==> src/hdl/sdt_pkg.sv <==
// Shared types and constants for the scan deflector and test pattern timer.
package sdt_pkg;

	localparam int ROW_PIXELS = 16;
	localparam int ROW_BYTES  = ROW_PIXELS / 8;

	localparam int CFG_ADDR_W = 4;
	localparam int CFG_DATA_W = 32;

	localparam logic [1:0] REG_ON_TICKS   = 2'd0;
	localparam logic [1:0] REG_WAIT_TICKS = 2'd1;
	localparam logic [1:0] REG_LINE_TICKS = 2'd2;
	localparam logic [1:0] REG_PATTERN    = 2'd3;

	localparam logic [15:0] ON_TICKS_RST   = 16'd200;
	localparam logic [15:0] WAIT_TICKS_RST = 16'd300;
	localparam logic [15:0] LINE_TICKS_RST = 16'd1500;
	localparam logic [2:0]  PATTERN_RST    = 3'd0;

	localparam logic [2:0] PAT_KEEP     = 3'd0;
	localparam logic [2:0] PAT_WALK     = 3'd1;
	localparam logic [2:0] PAT_HALF     = 3'd2;
	localparam logic [2:0] PAT_CHECKER  = 3'd3;
	localparam logic [2:0] PAT_FULL     = 3'd4;
	localparam logic [2:0] PAT_EDGES    = 3'd5;
	localparam logic [2:0] PAT_BLANK    = 3'd6;
	localparam logic [2:0] PAT_BORDER   = 3'd7;

	localparam logic [7:0] BYTE_ZERO    = 8'h00;
	localparam logic [7:0] BYTE_ONE     = 8'h01;
	localparam logic [7:0] BYTE_BIT4    = 8'h10;
	localparam logic [7:0] BYTE_CHECK   = 8'h55;
	localparam logic [7:0] BYTE_CHECK_SH = 8'hAA;
	localparam logic [7:0] BYTE_FULL    = 8'hFF;
	localparam logic [7:0] BYTE_TAIL    = 8'hF0;

	// bit 0 up pin, bit 1 down pin, 1 = released
	localparam logic [1:0] PINS_FREE = 2'b11;
	localparam logic [1:0] PINS_UP   = 2'b10;
	localparam logic [1:0] PINS_DOWN = 2'b01;

	typedef enum logic [3:0] {
		DPH_REST_A = 4'b0001,
		DPH_UP     = 4'b0010,
		DPH_REST_B = 4'b0100,
		DPH_DOWN   = 4'b1000
	} dfl_phase_t;

	typedef struct packed {
		logic        up_n;
		logic        down_n;
		logic [15:0] cycles;
	} dfl_stat_t;

endpackage

==> src/hdl/scan_deflector_and_test_pattern_timer_top.sv <==
// Top level: configuration registers, input transfer and result register.
// One tick is taken per cycle unless stalled; its result is presented in the next cycle;
// both timers, the phase sequencer and the row generator update in a single registered step,
// so the input side only stalls while a finished result is held by a stall on the output side.
module scan_deflector_and_test_pattern_timer_top import sdt_pkg::*; #(
	parameter int LINE_COUNT = 16,
	localparam int LINE_W    = $clog2(LINE_COUNT + 1)
) (
	input  logic                  clk,
	input  logic                  arst_n,
	input  logic                  psel,
	input  logic                  penable,
	input  logic                  pwrite,
	input  logic [CFG_ADDR_W-1:0] paddr,
	input  logic [CFG_DATA_W-1:0] pwdata,
	output logic [CFG_DATA_W-1:0] prdata,
	output logic                  pready,
	input  logic                  in_valid,
	output logic                  in_stall,
	input  logic                  tick,
	output logic                  out_valid,
	input  logic                  out_stall,
	output logic                  up_drive_n,
	output logic                  down_drive_n,
	output logic [LINE_W-1:0]     line_index,
	output logic [15:0]           row_bits,
	output logic                  row_updated,
	output logic [15:0]           deflect_cycles
);

	logic [15:0] on_ticks_q;
	logic [15:0] wait_ticks_q;
	logic [15:0] line_ticks_q;
	logic [2:0]  pattern_q;

	logic        out_valid_q;
	logic        up_n_q;
	logic        down_n_q;
	logic [LINE_W-1:0] line_q;
	logic [15:0] row_q;
	logic        fired_q;
	logic [15:0] cycles_q;

	logic        cfg_wr;
	logic [1:0]  cfg_idx;
	logic        in_xfer;
	logic        adv;
	dfl_stat_t   dfl_stat;
	logic        line_fired;
	logic [LINE_W-1:0] line_nxt;
	logic [15:0] row_nxt;

	assign pready  = 1'b1;
	assign cfg_wr  = psel && penable && pwrite && pready;
	assign cfg_idx = paddr[3:2];

	always_ff @(posedge clk or negedge arst_n) begin
		if (!arst_n) begin
			on_ticks_q   <= ON_TICKS_RST;
			wait_ticks_q <= WAIT_TICKS_RST;
			line_ticks_q <= LINE_TICKS_RST;
			pattern_q    <= PATTERN_RST;
		end else if (cfg_wr) begin
			unique case (cfg_idx)
				REG_ON_TICKS:   on_ticks_q   <= pwdata[15:0];
				REG_WAIT_TICKS: wait_ticks_q <= pwdata[15:0];
				REG_LINE_TICKS: line_ticks_q <= pwdata[15:0];
				REG_PATTERN:    pattern_q    <= pwdata[2:0];
				default:        pattern_q    <= pattern_q;
			endcase
		end
	end

	always_comb begin
		unique case (cfg_idx)
			REG_ON_TICKS:   prdata = CFG_DATA_W'(on_ticks_q);
			REG_WAIT_TICKS: prdata = CFG_DATA_W'(wait_ticks_q);
			REG_LINE_TICKS: prdata = CFG_DATA_W'(line_ticks_q);
			REG_PATTERN:    prdata = CFG_DATA_W'(pattern_q);
			default:        prdata = '0;
		endcase
	end

	assign in_stall = out_valid_q && out_stall;
	assign in_xfer  = in_valid && !in_stall;
	assign adv      = in_xfer && tick;

	sdt_deflect u_deflect (
		.clk        (clk),
		.arst_n     (arst_n),
		.adv        (adv),
		.on_ticks   (on_ticks_q),
		.wait_ticks (wait_ticks_q),
		.stat_nxt   (dfl_stat)
	);

	sdt_line #(
		.LINE_COUNT (LINE_COUNT),
		.LINE_W     (LINE_W)
	) u_line (
		.clk      (clk),
		.arst_n   (arst_n),
		.adv      (adv),
		.period   (line_ticks_q),
		.pattern  (pattern_q),
		.fired    (line_fired),
		.line_nxt (line_nxt),
		.row_nxt  (row_nxt)
	);

	always_ff @(posedge clk or negedge arst_n) begin
		if (!arst_n) begin
			out_valid_q <= 1'b0;
		end else if (in_xfer) begin
			out_valid_q <= 1'b1;
		end else if (!out_stall) begin
			out_valid_q <= 1'b0;
		end
	end

	always_ff @(posedge clk) begin
		if (in_xfer) begin
			up_n_q   <= dfl_stat.up_n;
			down_n_q <= dfl_stat.down_n;
			cycles_q <= dfl_stat.cycles;
			line_q   <= line_nxt;
			row_q    <= row_nxt;
			fired_q  <= line_fired;
		end
	end

	assign out_valid      = out_valid_q;
	assign up_drive_n     = up_n_q;
	assign down_drive_n   = down_n_q;
	assign line_index     = line_q;
	assign row_bits       = row_q;
	assign row_updated    = fired_q;
	assign deflect_cycles = cycles_q;

endmodule

==> src/hdl/sdt_deflect.sv <==
// Deflector timer and four-phase drive sequencer.
module sdt_deflect import sdt_pkg::*; (
	input  logic        clk,
	input  logic        arst_n,
	input  logic        adv,
	input  logic [15:0] on_ticks,
	input  logic [15:0] wait_ticks,
	output dfl_stat_t   stat_nxt
);

	logic [15:0] cnt_q;
	logic [15:0] reload_q;
	dfl_phase_t  phase_q;
	logic [1:0]  pins_q;
	logic [15:0] cycles_q;

	logic [15:0] cnt_inc;
	logic        fire;
	logic [15:0] reload_nxt;
	dfl_phase_t  phase_nxt;
	logic [1:0]  pins_nxt;
	logic [15:0] cycles_nxt;
	logic [1:0]  pins_out;
	logic [15:0] cycles_out;

	assign cnt_inc = cnt_q + 16'd1;
	assign fire    = cnt_inc > reload_q;

	always_comb begin
		reload_nxt = reload_q;
		phase_nxt  = phase_q;
		pins_nxt   = pins_q;
		cycles_nxt = cycles_q;
		unique case (phase_q)
			DPH_REST_A: begin
				pins_nxt   = PINS_FREE;
				cycles_nxt = cycles_q + 16'd1;
				reload_nxt = wait_ticks;
				phase_nxt  = DPH_UP;
			end
			DPH_UP: begin
				pins_nxt   = PINS_UP;
				reload_nxt = on_ticks;
				phase_nxt  = DPH_REST_B;
			end
			DPH_REST_B: begin
				pins_nxt   = PINS_FREE;
				reload_nxt = wait_ticks;
				phase_nxt  = DPH_DOWN;
			end
			DPH_DOWN: begin
				pins_nxt   = PINS_DOWN;
				reload_nxt = on_ticks;
				phase_nxt  = DPH_REST_A;
			end
			default: begin
				phase_nxt = phase_q;
			end
		endcase
	end

	always_ff @(posedge clk or negedge arst_n) begin
		if (!arst_n) begin
			cnt_q    <= '0;
			reload_q <= ON_TICKS_RST;
			phase_q  <= DPH_REST_A;
			pins_q   <= PINS_UP;
			cycles_q <= '0;
		end else if (adv) begin
			if (fire) begin
				cnt_q    <= '0;
				reload_q <= reload_nxt;
				phase_q  <= phase_nxt;
				pins_q   <= pins_nxt;
				cycles_q <= cycles_nxt;
			end else begin
				cnt_q <= cnt_inc;
			end
		end
	end

	assign pins_out   = (adv && fire) ? pins_nxt : pins_q;
	assign cycles_out = (adv && fire) ? cycles_nxt : cycles_q;

	assign stat_nxt.up_n   = pins_out[0];
	assign stat_nxt.down_n = pins_out[1];
	assign stat_nxt.cycles = cycles_out;

	a_pins_not_both: assert property (@(posedge clk) disable iff (!arst_n)
		pins_q != 2'b00)
		else $error("both deflector pins driven");

	a_cycles_step: assert property (@(posedge clk) disable iff (!arst_n)
		(cycles_q != $past(cycles_q)) |-> $past(adv && fire && phase_q == DPH_REST_A))
		else $error("cycle count moved outside a completed cycle");

endmodule

==> src/hdl/sdt_line.sv <==
// Line timer, line index and test row generator.
module sdt_line import sdt_pkg::*; #(
	parameter int LINE_COUNT = 16,
	parameter int LINE_W     = 5
) (
	input  logic              clk,
	input  logic              arst_n,
	input  logic              adv,
	input  logic [15:0]       period,
	input  logic [2:0]        pattern,
	output logic              fired,
	output logic [LINE_W-1:0] line_nxt,
	output logic [15:0]       row_nxt
);

	logic [15:0]                  cnt_q;
	logic [LINE_W-1:0]            line_q;
	logic [ROW_BYTES-1:0][7:0]    row_q;

	logic [15:0]                  cnt_inc;
	logic                         fire;
	logic [LINE_W-1:0]            line_step;
	logic [7:0]                   n_ext;
	logic [ROW_BYTES-1:0][7:0]    row_gen;
	logic [7:0]                   fill;

	assign cnt_inc   = cnt_q + 16'd1;
	assign fire      = cnt_inc > period;
	assign line_step = (line_q >= LINE_W'(LINE_COUNT)) ? '0 : line_q + LINE_W'(1);
	assign n_ext     = 8'(line_step);

	always_comb begin
		fill    = BYTE_ZERO;
		row_gen = row_q;
		unique case (pattern)
			PAT_KEEP:    fill = BYTE_ZERO;
			PAT_WALK:    fill = BYTE_ONE << n_ext[2:0];
			PAT_HALF:    fill = n_ext[2] ? BYTE_BIT4 : BYTE_ONE;
			PAT_CHECKER: fill = n_ext[0] ? BYTE_CHECK_SH : BYTE_CHECK;
			PAT_FULL:    fill = BYTE_FULL;
			PAT_EDGES:   fill = BYTE_ZERO;
			PAT_BLANK:   fill = BYTE_ZERO;
			PAT_BORDER:  fill = (line_step == '0 || line_step == LINE_W'(LINE_COUNT))
				? BYTE_FULL : BYTE_ZERO;
			default:     fill = BYTE_ZERO;
		endcase
		if (pattern != PAT_KEEP) begin
			for (int i = 0; i < ROW_BYTES; i++) begin
				row_gen[i] = fill;
			end
		end
		if (pattern == PAT_EDGES) begin
			row_gen[0]           = BYTE_ONE;
			row_gen[ROW_BYTES-1] = BYTE_TAIL;
		end
	end

	always_ff @(posedge clk or negedge arst_n) begin
		if (!arst_n) begin
			cnt_q  <= '0;
			line_q <= '0;
			row_q  <= '0;
		end else if (adv) begin
			if (fire) begin
				cnt_q  <= '0;
				line_q <= line_step;
				row_q  <= row_gen;
			end else begin
				cnt_q <= cnt_inc;
			end
		end
	end

	assign fired    = adv && fire;
	assign line_nxt = fired ? line_step : line_q;
	assign row_nxt  = fired ? row_gen : row_q;

	a_line_range: assert property (@(posedge clk) disable iff (!arst_n)
		line_q <= LINE_W'(LINE_COUNT))
		else $error("line index beyond line count");

	a_row_on_fire: assert property (@(posedge clk) disable iff (!arst_n)
		(row_q != $past(row_q)) |-> $past(adv && fire && pattern != PAT_KEEP))
		else $error("row changed without a line step");

endmodule

==> config.mk <==
export PLATFORM = sky130hd
export DESIGN_NAME = scan_deflector_and_test_pattern_timer_top
export DESIGN_NICKNAME = d
export VERILOG_FILES = /design/src/hdl/sdt_pkg.sv /design/src/hdl/scan_deflector_and_test_pattern_timer_top.sv /design/src/hdl/sdt_deflect.sv /design/src/hdl/sdt_line.sv
export SDC_FILE = /design/constraint.sdc
export NUM_CORES = 1
export LEC_CHECK = 0
export BUFFER_PORTS_ARGS = -buffer_cell sky130_fd_sc_hd__buf_2
export CORE_ASPECT_RATIO = 0.5
export CORE_MARGIN = 4
export CORE_UTILIZATION = 59
export DETAILED_ROUTE_END_ITERATION = 8
export GPL_TIMING_DRIVEN = 0
export PLACE_DENSITY = 0.81
export SLEW_MARGIN = 15
export SYNTH_ARGS = -nofsm -noshare
export SYNTH_HDL_FRONTEND = slang
export SYNTH_HIERARCHICAL = 1
export SYNTH_SLANG_ARGS = --single-unit
export TNS_END_PERCENT = 1
==> constraint.sdc <==
create_clock -name clk -period 4.5 [get_ports clk]
set_clock_uncertainty 0.15 [all_clocks]
set_input_delay 0.675 -clock clk [delete_from_list [all_inputs] [get_ports clk]]
set_output_delay 0.675 -clock clk [all_outputs]
set_load 0.02 [all_outputs]
==> impl_results.rst, run 1 <==
.. list-table::
   :header-rows: 1

   * - Metric
     - Value
   * - Status
     - finished clean
   * - Internal power of the cells
     - 3.48 mW
   * - Residual DRC
     - 0
   * - Starting DRC count in detailed routing
     - 468
   * - Synth top area share
     - 0.319
   * - Placed cell count
     - 1161
   * - Arrival time worst endpoint
     - 4.36 ns
   * - Max Clk Rate
     - between 200 and 250 MHz
   * - Kind of end point of the critical path
     - flop
   * - Largest driver fanout on the critical path
     - 10
   * - Share of synthesized flip-flops with an asynchronous set or reset
     - 0.781
   * - CTS tree
     - built
   * - Top cell type by total area after synthesis
     - dfrtp_1
   * - Nets
     - 1042
   * - Required time worst endpoint
     - 4.53 ns
   * - Adder-Cell Fraction of Synth Area
     - 0.0475
   * - Port buffer count
     - 83
   * - Antenna viol nets, final
     - 0
   * - Core Area
     - 0.0158 mm^2
   * - Leakage Power
     - around 5.4 nW
   * - Wirelength per Cell
     - 17.9 um
   * - Fraction of final layout cells with drive strength greater than 1
     - 0.270
   * - Unrepaired setup endpoints after global routing
     - false
   * - Clock network fraction of design power
     - 0.313
   * - Seq cells post-synth
     - between 150 and 200
   * - Area added between synthesis and finish
     - 15.1%
   * - H-tree lvl count
     - 4
   * - Number of slew-limit violations in the final report
     - 0
   * - Number of sinks handled by clock tree synthesis
     - about 180
   * - Mux cell area share after synthesis
     - 0.133
   * - Overall overflow remaining after global route
     - 0
   * - Overall die area
     - 0.0187 mm^2
   * - Routability congestion estimate from global placement
     - just under 0.9
   * - Tightest Hold Check Type
     - in -> async
   * - Placement row count
     - 32
   * - Worst Path Class, Setup
     - reg -> reg
   * - Pre-Repair DR Iteration Count
     - 5
   * - Sequential fraction of the synthesis area
     - 0.493
   * - Nature of the critical path startpoint
     - flop
   * - Power share of the combinational group
     - 0.251
   * - Worst vdd ir
     - 290 uV
   * - Worst-skew pair later-pin latency
     - 0.43 ns
   * - Clock-pin slew on the worst setup and hold paths
     - 0.08 ns
   * - Mean area per synthesized cell
     - 11.6 um^2
   * - Fin Setup TNS
     - 0 ns
   * - Post-synthesis share of cell area spent on xor and xnor gates
     - 0.0684
   * - Wire length of the first global-routing pass
     - 34700 um
   * - Number of antenna repair diodes
     - 0
   * - Maximum number of buffers from clock root to sink
     - 2
   * - Relative max-transition margin
     - 0.403
   * - Via density per instance
     - between 5 and 6
   * - Switching pwr
     - ~1.6 mW
   * - Reg power frac
     - 0.435
   * - IO Count
     - 119
   * - Die Height
     - 98.8 um
   * - Detailed-placement wirelength estimate
     - 14700 um
   * - Final Hold Violating Endpoints
     - 0
   * - Pwr Density
     - 456 mW/mm^2
   * - Initial core utilization
     - 0.617
   * - Switching share of power
     - 0.319
   * - Total wirelength of the detailed-routed design
     - around 21000 um
   * - Number of global-route vias before repair
     - 6893
   * - Layout Cells excl Fill
     - approximately 1200
   * - Commonest cells after routing, fill and taps aside
     - 124 x dfrtp_1, 94 x buf_2, 60 x nand2_1
   * - Min Tclk post-route
     - around 4.3 ns
   * - Leading post-synthesis cells by cell area
     - dfrtp_1 32%, edfxtp_1 12%, mux2_2 6.6%
   * - Synth warn
     - 6
   * - Vias after detailed routing
     - 6936
   * - Synth Instances
     - 840
   * - Largest net degree at the start of global routing
     - 92
   * - Most common library cell in the layout ignoring fill and taps
     - dfrtp_1
   * - Die outline width
     - 190 um
   * - Post-route clock period utilization
     - 0.962
   * - Layout filler cell count
     - ~1100
   * - Clk Tree Root Cell
     - clkbuf_16
   * - Post-synth cell types
     - 68
   * - Flip-flop cell with the highest count after synthesis
     - dfrtp_1
   * - Hold WS
     - 0.00818 ns
   * - EDFF count, synth
     - 40
   * - Slew at the pin closest to its max-slew limit
     - 0.884 ns
   * - Global Route Usage Sum
     - 0.230
   * - Inserted Clock Buffers
     - 17
   * - Number of hold-repair buffers added at the cts stage
     - 0
   * - Max-cap viol count
     - 0
   * - Summed instance area of the synthesized netlist
     - 0.00974 mm^2
   * - Post-synthesis compound-gate area fraction
     - 0.0942
   * - Combinational family with the most area after synthesis
     - multiplexers
   * - Setup violators final
     - 0
   * - Number of antenna violations at the first check in global routing
     - 0
   * - Simple-gate share of the synthesized area
     - 0.110
   * - Total power consumption of the routed design
     - 5.11 mW
-- sequential cells by signal, summed over array words and instances, names as in the netlist, 3 cells and up --
signal              count
deflect_cycles         16
line_index              5
line_ticks_q           16
on_ticks_q             16
pattern_q               3
row_bits               16
u_deflect/cnt_q        16
u_deflect/cycles_q     16
u_deflect/phase_q       4
u_deflect/reload_q     16
u_line/cnt_q           16
u_line/line_q           5
u_line/row_q           16
wait_ticks_q           16
-- power groups by stage --
stage | clock network, mW | logic (mW) | registers, mW
2_1_floorplan | 0 | 0.866 | 2.24
3_3_place_gp | 0 | 1.18 | 2.22
3_5_place_dp | 0 | 1.25 | 2.24
4_1_cts | 1.62 | 1.27 | 2.22
5_1_grt | 1.70 | 1.40 | 2.25
6_report | 1.60 | 1.28 | 2.22
-- cells in the mapped netlist (12+ instances only) --
master,instances
dfrtp_1,124
nand2_1,60
mux2_2,57
xnor2_1,56
mux2i_1,45
inv_1,42
edfxtp_1,40
ha_1,37
nor2_1,34
o21ai_0,34
nand3_1,33
a22o_1,26
buf_4,21
xor2_1,20
dfstp_2,19
nand4_1,19
a21oi_1,16
and3_1,15
clkbuf_1,13
buf_2,12
-- kinds of logic (layout without fill, tap and decap cells) --
family / count (synthesis) / in the layout
and+or+nand+nor: 206 / 206
DFF: 183 / 183
AOI/OAI and AO/OA: 124 / 124
muxes: 115 / 115
buffers and inverters: 97 / 216
xor gates and xnor gates: 76 / 76
adders and majority gates: 37 / 37
other: 2 / 17
-- timing repair --
action | in CTS | in global routing
resized for setup | 0 | 3
endpoints found under the setup margin | 0 | 49
setup buffers | 0 | 2
hold endpoints to repair | 0 | 0
-- stage by stage --
step,instance area (um^2),utilization,setup slack [ns]
detailed placement,10500,0.668,0.146
global placement,10500,0.665,0.238
global route,11200,0.711,0.0332
finish,11200,0.711,0.171
floorplan,9790,-,0.820
CTS,11200,0.709,0.101
-- critical path, cell delays in order (launching register included) --
cell      delay, ns
dfrtp_1        0.43
nand3_1        0.16
or4_1          0.53
clkbuf_1       0.22
nor2_1         0.20
xor2_1         0.10
ha_1           0.34
nand4_1        0.23
o311ai_1       0.58
o311ai_4       0.25
inv_2          0.20
nand2b_1       0.10
buf_6          0.14
buf_6          0.14
mux2_1         0.33
-- per-layer routing --
metal  GRT usage  up-vias  share of wire
li1            -     3217              -
met1       0.314     3483           0.45
met2       0.376      211           0.48
met3      0.0460       25          0.056
met4      0.0728        0          0.013
met5           0        -              0
-- cell type report --
cell class,instances,area [um^2],area share
Sequential cell,183,4800,0.428
Multi-Input combinational cell,575,4500,0.401
Timing Repair Buffer,87,488,0.0435
Clock buffer,19,453,0.0404
Buffer,53,349,0.0311
Tap cell,221,277,0.0247
Clock inverter,13,180,0.0161
Inverter,44,165,0.0147
-- path summary, 6_finish.rpt --
| path | end | depth (start not counted) | slack, ns | from |
|---|---|---|---|---|
| worst max-delay path | row_bits[13]$_DFFE_PP_ | 14 | 0.17 | u_line/cnt_q[6]$_DFFE_PN0P_ |
| worst min-delay path | u_line/cnt_q[5]$_DFFE_PN0P_ | 1 | 0.008 | arst_n |
| worst max register to register | row_bits[13]$_DFFE_PP_ | 14 | 0.17 | u_line/cnt_q[6]$_DFFE_PN0P_ |
| worst min register to register | u_line/row_q[2]$_DFFE_PN0P_ | 1 | 0.34 | u_line/row_q[2]$_DFFE_PN0P_ |
| max in group asynchronous | u_deflect/pins_q[1]$_DFFE_PN1P_ | 2 | 3.39 | arst_n |
| min in group clk | out_valid$_DFFE_PN0P_ | 2 | 0.30 | in_valid |
Note: power is estimated with default switching activity, not from simulation.
==> run 2, diff against run 1 <==
--- a/config.mk
+++ b/config.mk
@@ -6,12 +6,14 @@
 export NUM_CORES = 1
 export LEC_CHECK = 0
 export BUFFER_PORTS_ARGS = -buffer_cell sky130_fd_sc_hd__buf_2
+export CAP_MARGIN = 20
 export CORE_ASPECT_RATIO = 0.5
 export CORE_MARGIN = 4
-export CORE_UTILIZATION = 59
+export CORE_UTILIZATION = 61
+export CTS_BUF_LIST = sky130_fd_sc_hd__clkbuf_8
 export DETAILED_ROUTE_END_ITERATION = 8
-export GPL_TIMING_DRIVEN = 0
-export PLACE_DENSITY = 0.81
+export GPL_TIMING_DRIVEN = 1
+export PLACE_DENSITY = 0.83
 export SLEW_MARGIN = 15
 export SYNTH_ARGS = -nofsm -noshare
 export SYNTH_HDL_FRONTEND = slang
==> run 2 against run 1 <==
Net effect: highest routed layer unchanged; final cell count is 5.4% lower; critical endpoint is now u_deflect/reload_q[0]$_DFFE_PN0P_; design area is 5.4% lower; worst hold slack better by 0.018 ns.
==> impl_results.rst, run 2 (synthesis results as in run 1) <==
.. list-table::
   :header-rows: 1

   * - Metric
     - Value
   * - Worst vdd ir
     - 297 uV
   * - Routability congestion estimate from global placement
     - 0.883
   * - Clk Tree Root Cell
     - clkbuf_8
   * - Leakage Power
     - 5.07 nW
   * - Core utilization of the finished layout
     - 0.683
   * - H-tree lvl count
     - 4
   * - Number of hold-repair buffers added at the cts stage
     - 0
   * - Wire length of the first global-routing pass
     - 33300 um
   * - Post-route clock period utilization
     - 0.884
   * - Post-CTS setup-driven buffer insertion count
     - 0
   * - Clock-pin slew on the worst setup and hold paths
     - roughly 0.11 ns
   * - Max-cap viol count
     - 0
   * - CTS tree
     - built
   * - Number of antenna violations at the first check in global routing
     - 0
   * - Wirelength per Cell
     - around 17 um
   * - Initial core utilization
     - 0.627
   * - Source of the critical timing path
     - u_deflect/cnt_q[5]$_DFFE_PN0P_
   * - Placement row count
     - 32
   * - Worst-skew pair later-pin latency
     - 0.47 ns
   * - Number of slew-limit violations in the final report
     - 0
   * - IO Count
     - approximately 120
   * - Post_cts resized
     - 0
   * - Number of antenna repair diodes
     - 0
   * - Largest net degree at the start of global routing
     - 60
   * - Pre-Repair DR Iteration Count
     - 4
   * - Required time worst endpoint
     - 4.70 ns
   * - Antenna viol nets, final
     - 0
   * - Maximum number of buffers from clock root to sink
     - 2
   * - Die outline width
     - 187 um
   * - Starting DRC count in detailed routing
     - 370
   * - Nets
     - 995
   * - Setup violators final
     - 0
   * - Dpl cell area
     - 0.0102 mm^2
   * - Via density per instance
     - 5.85
   * - Overall die area
     - 0.0182 mm^2
   * - Tightest Hold Check Type
     - in -> async
   * - Most common library cell in the layout ignoring fill and taps
     - dfrtp_1
   * - Worst reg2reg path startpoint
     - u_deflect/cnt_q[5]$_DFFE_PN0P_
   * - Die Height
     - 97.3 um
   * - Slew at the pin closest to its max-slew limit
     - between 1 and 1.5 ns
   * - Hold WS
     - 0.0265 ns
   * - Worst Path Class, Setup
     - reg -> reg
   * - Global Route Usage Sum
     - 0.223
   * - Port buffer count
     - just over 80
   * - Relative max-transition margin
     - 0.299
   * - Area added between synthesis and finish
     - 8.89%
   * - Final Hold Violating Endpoints
     - 0
   * - Overall overflow remaining after global route
     - 0
   * - Number of sinks handled by clock tree synthesis
     - around 180
   * - Core Area
     - 0.0155 mm^2
   * - Residual DRC
     - 0
   * - Total power consumption of the routed design
     - roughly 4.5 mW
   * - Commonest cells after routing, fill and taps aside
     - 124 x dfrtp_1, 82 x buf_2, 60 x nand2_1
   * - Largest driver fanout on the critical path
     - 17
   * - Number of global-route vias before repair
     - 6730
   * - Total wirelength of the detailed-routed design
     - between 15000 and 20000 um
   * - Vias after detailed routing
     - 6614
   * - Max Clk Rate
     - around 250 MHz
   * - Detailed-placement wirelength estimate
     - 13800 um
   * - Post-route cell area
     - between 0.01 and 0.015 mm^2
   * - Unrepaired setup endpoints after global routing
     - false
   * - Fin Setup TNS
     - 0 ns
   * - Arrival time worst endpoint
     - 4.18 ns
   * - Status
     - finished clean
   * - Inserted Clock Buffers
     - 17
   * - Nature of the critical path startpoint
     - flop
   * - Pwr Density
     - 426 mW/mm^2
   * - Min Tclk post-route
     - 3.98 ns
   * - Fraction of final layout cells with drive strength greater than 1
     - 0.245
   * - Kind of end point of the critical path
     - flop
-- run 2: critical path, stage by stage, from the launching register on --
cell	delay, ns
dfrtp_1	0.45
and3_1	0.22
nand4_1	0.18
nor2_1	0.33
nand3_1	0.15
xnor2_1	0.16
ha_1	0.31
nand4_1	0.16
a2111o_1	0.47
a31oi_4	0.47
nand3_4	0.40
mux2_2	0.39
-- run 2: per-stage QoR --
stage,std cells,worst slack (ns)
floorplan,855,0.820
global placement,1099,0.702
detailed placement,1099,0.586
CTS,1131,0.547
global route,1131,0.221
finish,1131,0.521
-- run 2: worst paths after layout --
path                                                endpoint  slack (ns)  depth (start not counted)
setup / recovery           u_deflect/reload_q[0]$_DFFE_PN0P_        0.52                         11
hold / removal                    on_ticks_q[12]$_DFFE_PN0P_        0.03                          1
setup reg to reg           u_deflect/reload_q[0]$_DFFE_PN0P_        0.52                         11
hold reg to reg                 u_line/row_q[10]$_DFFE_PN0P_        0.34                          1
max in group asynchronous  u_deflect/reload_q[3]$_DFFE_PN1P_        3.19                          2
min in group clk                       out_valid$_DFFE_PN0P_        0.26                          2
-- run 2: where the power goes --
| part | switching (mW) | internal [mW] |
|---|---|---|
| clock network | 0.671 | 0.419 |
| registers | 0.227 | 2.01 |
| logic | 0.668 | 0.523 |
| total | 1.57 | 2.95 |
-- run 2: area by class of cell --
class,instances,area (um^2)
Clock buffer,17,234
Tap cell,204,255
Sequential cell,183,4800
Clock inverter,15,159
Inverter,44,165
Fill cell,1161,4930
Multi-Input combinational cell,575,4480
Timing Repair Buffer,93,509
-- run 2: metal layers --
layer  vias to the layer above  wire (um)  track usage
met4                         0        249       0.0591
met1                      3303       9180        0.309
met3                        26        900       0.0456
met5                         -          0            0
met2                       166       9210        0.363
li1                       3119          -            -
==> run 3, diff against run 2 <==
--- a/config.mk
+++ b/config.mk
@@ -12,7 +12,7 @@
 export CORE_UTILIZATION = 61
 export CTS_BUF_LIST = sky130_fd_sc_hd__clkbuf_8
 export DETAILED_ROUTE_END_ITERATION = 8
-export GPL_TIMING_DRIVEN = 1
+export GPL_TIMING_DRIVEN = 0
 export PLACE_DENSITY = 0.83
 export SLEW_MARGIN = 15
 export SYNTH_ARGS = -nofsm -noshare
==> run 3 against run 2 <==
Net effect: non-clock buffer count increased by 46; core utilization up 2.2 points; wire length increased by 5.3%; clock-buffer cell count unchanged; clock power is essentially flat; design area rose by 3.3%; fmax fell by 7.3%; worst setup slack worse by 0.31 ns.
==> impl_results.rst, run 3 (synthesis results as in run 1) <==
.. list-table::
   :header-rows: 1

   * - Metric
     - Value
   * - Overall die area
     - approximately 0.018 mm^2
   * - Initial core utilization
     - 0.627
   * - Layout filler cell count
     - 1135
   * - Worst Path Class, Setup
     - reg -> reg
   * - Total wirelength of the detailed-routed design
     - 20600 um
   * - Largest net degree at the start of global routing
     - 84
   * - Pwr Density
     - 420 mW/mm^2
   * - Die outline width
     - 187 um
   * - Placed cell count
     - around 1100
   * - Setup violators final
     - 0
   * - Largest driver fanout on the critical path
     - 10
   * - Register-to-register setup slack
     - 0.21 ns
   * - Fraction of final layout cells with drive strength greater than 1
     - 0.269
   * - Crit-path max cell delay
     - 0.64 ns
   * - Kind of end point of the critical path
     - flop
   * - Number of antenna violations at the first check in global routing
     - 0
   * - Worst-case reg-to-reg path depth
     - 14
   * - Residual DRC
     - 0
   * - Die Height
     - 97.3 um
   * - Core Area
     - 0.0155 mm^2
   * - Pre-Repair DR Iteration Count
     - 5
   * - Port buffer count
     - 83
   * - Routability congestion estimate from global placement
     - 0.849
   * - Placement row count
     - 32
   * - Clock-pin slew on the worst setup and hold paths
     - 0.10 ns
   * - Number of slew-limit violations in the final report
     - 0
   * - Overall overflow remaining after global route
     - 0
   * - Maximum number of buffers from clock root to sink
     - 2
   * - Area added between synthesis and finish
     - 12.4%
   * - Status
     - finished clean
   * - Core utilization of the finished layout
     - 0.705
   * - Worst-path cell with the longest stage delay
     - o311ai_4
   * - Layout Cells excl Fill
     - between 1000 and 1500
   * - Slew at the pin closest to its max-slew limit
     - ~0.73 ns
   * - Vias after detailed routing
     - 6857
   * - Hold WS
     - 0.279 ns
   * - Inserted Clock Buffers
     - 17
   * - Wirelength per Cell
     - between 15 and 20 um
   * - Final Hold Violating Endpoints
     - 0
   * - H-tree lvl count
     - 4
   * - Endpoint with the worst hold slack
     - out_valid$_DFFE_PN0P_
   * - Nature of the critical path startpoint
     - flop
   * - Wire length of the first global-routing pass
     - 34600 um
   * - Detailed-placement wirelength estimate
     - 14900 um
   * - Leakage Power
     - 5.27 nW
   * - Worst vdd ir
     - 239 uV
   * - Post-route clock period utilization
     - 0.953
   * - Clk Tree Root Cell
     - clkbuf_8
   * - Starting DRC count in detailed routing
     - 556
   * - Cells on Worst Hold Path
     - 2
   * - Min Tclk post-route
     - ~4.3 ns
   * - Commonest cells after routing, fill and taps aside
     - 124 x dfrtp_1, 94 x buf_2, 60 x nand2_1
   * - Crit Reg-Reg Endpoint
     - row_bits[13]$_DFFE_PP_
   * - Max Clk Rate
     - 233 MHz
   * - Worst reg2reg path startpoint
     - u_line/cnt_q[2]$_DFFE_PN0P_
   * - Global Route Usage Sum
     - 0.234
   * - Most common library cell in the layout ignoring fill and taps
     - dfrtp_1
   * - Via density per instance
     - 5.83
   * - Tightest Hold Check Type
     - in -> reg
   * - Required time worst endpoint
     - 4.57 ns
   * - IO Count
     - around 120
   * - CTS tree
     - built
   * - Worst-skew pair later-pin latency
     - 0.47 ns
   * - Source of the worst hold timing path
     - in_valid
   * - Arrival time worst endpoint
     - 4.36 ns
   * - Antenna viol nets, final
     - 0
   * - Number of sinks handled by clock tree synthesis
     - 183
   * - Max-cap viol count
     - 0
   * - Number of antenna repair diodes
     - 0
   * - Number of global-route vias before repair
     - 6923
   * - Nets
     - 1041
   * - Cell-by-cell trace of the critical path
     - nand3_1 -> or4_1 -> clkbuf_1 -> nor2_1 -> xor2_1 -> ha_1 -> a21oi_1 -> a21oi_1 -> o311ai_4 -> inv_2 -> nand2b_1 -> buf_6 -> buf_6 -> mux2_1
   * - Post-CTS setup-driven buffer insertion count
     - 0
   * - Relative max-transition margin
     - 0.506
run 3: changes by cell type in the layout (fill, tap and decap cells not counted), sizes merged:
cell,previous run,this run
clkbuf,17,30
dlygate4sd3,0,1
bufinv,0,1
buf,93,125
inv,51,50
run 3: cell type report:
class | count | area (um^2) | area share
multi-input cells | 575 | 4500 | 0.411
well taps | 204 | 255 | 0.0233
clock inverters | 15 | 163 | 0.0149
repair buffers | 86 | 483 | 0.0441
clock buffers | 17 | 234 | 0.0214
inverters | 44 | 165 | 0.0151
plain buffers | 53 | 349 | 0.0319
flip-flops and latches | 183 | 4800 | 0.439
run 3: power breakdown:
part           internal (mW)  leakage [nW]  switching, mW
clock                  0.461         0.195          0.653
combinational          0.547          2.90          0.719
sequential              2.01          2.17          0.211
total                   3.01          5.27           1.58
run 3: critical path, delay by kind of cell, from the launching register on:
family          cells  cell delay (ns)
flops               1             0.48
buf+inv             4             0.62
simple gates        4             0.97
mux                 1             0.34
xor+xnor            1             0.19
compound gates      3             1.01
fa+ha+maj           1             0.28
run 3: how the worst max path moves through the flow:
stage | depth (start not counted) | startpoint | slack [ns] | to
finish | 14 | u_line/cnt_q[2]$_DFFE_PN0P_ | 0.21 | row_bits[13]$_DFFE_PP_
CTS | 14 | u_line/cnt_q[0]$_DFFE_PN0P_ | 0.04 | row_bits[13]$_DFFE_PP_
global route | 14 | u_line/cnt_q[0]$_DFFE_PN0P_ | -0.04 | row_bits[13]$_DFFE_PP_
global placement | 14 | u_line/cnt_q[0]$_DFFE_PN0P_ | 0.24 | row_bits[13]$_DFFE_PP_
detailed placement | 14 | u_line/cnt_q[0]$_DFFE_PN0P_ | 0.12 | row_bits[13]$_DFFE_PP_
floorplan | 14 | u_line/cnt_q[0]$_DFFE_PN0P_ | 0.82 | row_bits[13]$_DFFE_PP_
run 3: metrics by stage:
| stage | setup TNS (ns) | worst slack [ns] | cell area (um^2) | power (mW) |
|---|---|---|---|---|
| after global routing | -0.0675 | -0.0366 | 10900 | 4.87 |
| after floorplan | 0 | 0.820 | 9790 | 3.11 |
| after CTS | 0 | 0.0436 | 10900 | 4.61 |
| after detailed placement | 0 | 0.120 | 10500 | 3.49 |
| final | 0 | 0.209 | 10900 | 4.60 |
| after global placement | 0 | 0.237 | 10500 | 3.40 |
run 3: per-layer routing:
metal | wire (um) | GRT usage
met5 | 0 | 0
met4 | 281 | 0.0613
met3 | 995 | 0.0495
met2 | 9910 | 0.389
met1 | 9390 | 0.316
run 3: what timing repair did:
item                                    in CTS  in global routing
gates resized for setup                      0                  3
hold buffers                                 1                  0
endpoints found under the hold margin       50                  0
endpoints found under the setup margin       0                 37
